[config.mk]
export PLATFORM = sky130hd
export DESIGN_NAME = segt_alu
export DESIGN_NICKNAME = d
export VERILOG_FILES = /design/src/assert_macros.svh /design/src/segt_pkg.sv /design/src/segt_alu.sv
export SDC_FILE = /design/constraint.sdc
export NUM_CORES = 1
export LEC_CHECK = 0
export BUFFER_PORTS_ARGS = -buffer_cell sky130_fd_sc_hd__buf_2
export CORE_MARGIN = 2
export CORE_UTILIZATION = 47
export DETAILED_ROUTE_END_ITERATION = 10
export PLACE_DENSITY = 0.78
export SKIP_LAST_GASP = 1
export SYNTH_ARGS = -nofsm -noshare
export SYNTH_HDL_FRONTEND = slang
export SYNTH_SLANG_ARGS = --single-unit
[constraint.sdc]
create_clock -name vclk -period 6.6
set_clock_uncertainty 0.1 [all_clocks]
set_input_delay 0.99 -clock vclk [all_inputs]
set_output_delay 0.99 -clock vclk [all_outputs]
set_load 0.005 [all_outputs]
[src/assert_macros.svh]
// assertion macros for the segment tree sources
`ifndef ASSERT_MACROS_SVH
`define ASSERT_MACROS_SVH

`ifndef SYNTHESIS
// clocked check, quiet while reset is low
`define SEGT_ASSERT(lbl, prop) \
  lbl: assert property (@(posedge clk_i) disable iff (!rst_ni) prop) \
    else $error("segment tree assertion failed");
// clocked check that also holds through reset
`define SEGT_ASSERT_NRST(lbl, prop) \
  lbl: assert property (@(posedge clk_i) prop) \
    else $error("segment tree assertion failed during reset");
`else
`define SEGT_ASSERT(lbl, prop)
`define SEGT_ASSERT_NRST(lbl, prop)
`endif

`endif

[src/segt_pkg.sv]
// shared constants and types of the segment tree range sum block
package segt_pkg;

  // default tree size and element width
  localparam int ELEMENT_COUNT_DEF = 1024;
  localparam int VALUE_BITS_DEF    = 32;

  // fixed port field widths
  localparam int POS_W = 10;
  localparam int NV_W  = 32;
  localparam int OUT_W = 48;

  // request kinds
  localparam logic CMD_UPDATE = 1'b0;
  localparam logic CMD_QUERY  = 1'b1;

  // operation of the shared sum unit
  typedef enum logic {
    ALU_ADD = 1'b0,
    ALU_SUB = 1'b1
  } alu_op_e;

endpackage

[src/segt_alu.sv]
// shared add/subtract unit for node sums and the query accumulator
module segt_alu #(
  parameter int W = 42
) (
  input  logic              [W-1:0] a_i,
  input  logic              [W-1:0] b_i,
  input  segt_pkg::alu_op_e         op_i,
  output logic              [W-1:0] y_o
);

  // modulo 2^W add or subtract
  always_comb begin
    case (op_i)
      segt_pkg::ALU_ADD: y_o = a_i + b_i;
      segt_pkg::ALU_SUB: y_o = a_i - b_i;
      default:           y_o = a_i + b_i;
    endcase
  end

endmodule

### Yosys cells after proc, flatten, opt, wreduce, memory -nomap -nowiden

Cells that the tools add are included.

| word-level totals | value |
|---|---|
| bits in registers | 0 |
| output and inout port bits | 42 |
| logic and storage cells | 4 |

| cells by class | value |
|---|---|
| add/sub/neg operators | 2 |
| mux-type cells | 1 |
| bitwise logic cells | 1 |

Operators by type and width:

| kind | count |
|---|---|
| case mux 42 bit (2 select lines) | 1 |
| adder 42 bit | 1 |
| subtractor 42 bit | 1 |
| NOT 1 bit | 1 |

### Longest topological paths before layout

| depth | value |
|---|---|
| word-level depth | 2 |
| depth in mapped cells | 19 |
| mapped depth without buffers | 18 |

### Worst setup path before layout

No wires, ideal clock.

| timing path | value |
|---|---|
| path type | input to output |
| start | input b_i[5] |
| end | output y_o[40] |
| arrival | 4.325 ns |
| required time | 5.510 ns |
| path slack | 1.185 ns |
| stages | 17 |
| path buffers | 1 |
| cell sequence | nor4_4 > nor3b_1 > nand2_1 > nor2_1 > a31o_2 > o21ai_0 > xnor2_1 > ha_1 > clkbuf_1 > nand4_1 > o21ba_2 > o211ai_1 > a31oi_1 > a21oi_1 > o41ai_1 > o22ai_1 > xnor2_1 |

| between the ends | value |
|---|---|
| word-level cells in the longest chain between the ends | 2 |

Ends and longest elaborated chain:

| element | RTL line | source |
|---|---|---|
| start, declared | segt_alu.sv:6 | `input logic [W-1:0] b_i,` |
| subtractor 42 bit / adder 42 bit (equally long branches) | -- |  |
| case mux 42 bit (2 select lines) (*) | segt_alu.sv:13 | `case (op_i)` |
| end, declared | segt_alu.sv:8 | `output logic [W-1:0] y_o` |

Mark *: on every way between the ends. The rest lies on a longest branch, timed or not.

### Worst setup path in the final report

| timing path | value |
|---|---|
| start | input b_i[5] |
| end | output y_o[37] |

The elaborated chain is that of the path after synthesis.

==> reports/metrics.cfg <==
[status]
status = complete, no violations

[final_layout]
mostFrequentLayoutCells = buf_2, a21oi_1, xnor2_1
syn2layout_area_growth_pct = 21.2
final_common_cell = buf_2
fin_util_pct = 58.0
finalNetCount = 717
seqCellArea_um2 = 0
final.clkbuf_count = 0
nFlopsAndLatches = 0
finalInstanceArea_um2 = 3870
diodes = 0
drive_gt1_share_pct = 24.2

[worst_setup_path]
crit_fanout = 6
worst_ep_required_time_ns = 5.51
startpoint_type = input port
crit_arrival_ns = 5.05
crit_type = input port to output pin
end_kind = output pin

[synth]
syn_inst = 478
yosys_warnings = 0
syn_nets = 606
syn_area_per_cell_um2 = 6.69
ys_seq_area_share_pct = 0
synth.distinct_cells = 50
synth_area_um2 = 3200

[power_and_ir_drop]
power_per_cell_area_nw_per_um2 = 140
p_total_w = 0.000541
ir_drop_mv = 0.0941
leakage_nw = 1.84

[placement]
placedInstanceArea_um2 = 3870
gp_routability_congestion = 0.945
place_hpwl_mm = 8.22
numPortBuffers = 127

[die]
num_rows = 30
start_util_pct = 47.8
ioPinCount = 127
die_x_um = 86.5
die_area_um2 = 7480
coreArea_um2 = 6680
chipHeight_um = 86.5

[route]
vias = 3862
finalWirelength_mm = 9.51
wl_per_cell_um = 14.3
drtIter0Drc = 185
firstDrtPassIters = 5
drc = 0
ant_nets = 0
via_per_inst = 5.79

[sta]
slew_violations = 0
fmax_mhz = 163
worst_slew_margin_rel_pct = 65.1
whs_ns = 2.26
rsz0062_at_grt = no
worstMarginPinSlew_ns = 0.519
fin_crit_ns = 6.14
hold_viol_final = 0
finalSetupTns_ns = 0
setup_violations = 0
finalCritPeriodShare_pct = 93.0

[global_route]
overflow = 0
grt_max_degree = 25
antenna_found_initial = 0
grt_use_total_pct = 24.1
grt_pass1_wl_mm = 15.2
grt_pass1_vias = 3475

[min_path]
min_delay_path_depth = 4
hp-class = input port to output pin

[cts]
postCtsSetupRepairBufs = 0

[run]
drv_cap = 0

==> per-layer routing <==
layer	GRT usage, %	vias up	wire length, um
met5	0	-	0
met4	7.39	0	365
met3	1.24	34	614
met2	41.4	183	4400
met1	32.4	1687	4120
li1	-	1958	-
==> stage by stage <==
step           std cells  setup WS [ns]
4_1_cts              667          0.460
5_1_grt              667          0.155
2_1_floorplan        478           1.19
3_5_place_dp         667          0.496
6_report             667          0.464
3_3_place_gp         667          0.548
==> power by group <==
group / leakage (nW) / internal (W) / switching (W)
clock network: 0 / 0 / 0
registers: 0 / 0 / 0
logic: 1.84 / 0.000247 / 0.000294
==> cell families after synthesis <==
family                     count (synthesis)  share of synthesized area, %
adders and majority gates                 43                          17.1
xor gates and xnor gates                  81                          22.2
buffers and inverters                     39                          4.62
muxes                                      1                         0.313
and+or+nand+nor                          151                          24.7
AOI/OAI and AO/OA                        163                          31.1
==> cells in the mapped netlist, drive strengths merged, types with 2 or more instances <==
| master | n | area share [%] |
|---|---|---|
| o211ai | 6 | 1.4 |
| nand2 | 31 | 3.7 |
| xor2 | 19 | 5.2 |
| a31oi | 5 | 0.98 |
| o31ai | 2 | 0.47 |
| nand2b | 10 | 2.0 |
| ha | 42 | 16 |
| nor3 | 12 | 1.9 |
| xnor2 | 62 | 17 |
| or4 | 2 | 0.47 |
| o21a | 4 | 0.94 |
| and2b | 2 | 0.51 |
| nor2b | 3 | 0.59 |
| inv | 20 | 2.3 |
| nand4 | 10 | 2.0 |
| o21bai | 6 | 1.4 |
| or2 | 2 | 0.39 |
| clkbuf | 18 | 2.1 |
| nor4 | 10 | 3.1 |
| nand3 | 13 | 2.0 |
| a21o | 20 | 4.7 |
| o41ai | 2 | 0.55 |
| a21oi | 74 | 12 |
| nor2 | 47 | 5.5 |
| o21ai | 32 | 5.0 |
| a21boi | 3 | 0.70 |
| or3 | 2 | 0.39 |
| nor3b | 3 | 1.1 |
| a221oi | 2 | 0.74 |
==> critical path: stages <==
cell	delay, ns
buf_2	0.12
nor4_4	0.32
nand2_2	0.12
nor4_4	0.30
and4b_4	0.33
nor3b_4	0.23
and2b_1	0.17
and2b_2	0.20
a21oi_1	0.09
xnor2_1	0.13
ha_1	0.36
nand4_1	0.16
or4_1	0.53
o21ai_0	0.37
nor2_1	0.14
o21ai_0	0.21
xor2_1	0.15
buf_2	0.12
==> area by class of cell <==
cell class | instances | area (um2)
Multi-Input combinational cell | 439 | 3060
Timing Repair Buffer | 128 | 643
Fill cell | 655 | 2810
Inverter | 20 | 75.1
Tap cell | 80 | 100
==> repair_timing <==
item                       CTS  global route
setup endpoints to repair    0             1
resized for setup            0             1
hold buffers                 0             0
==> path summary, 6_finish.rpt <==
check / end / start / slack (ns)
setup / recovery: y_o[37] / b_i[5] / 0.46
hold / removal: y_o[0] / b_i[0] / 2.26
Note: power is estimated with default switching activity, not from simulation.
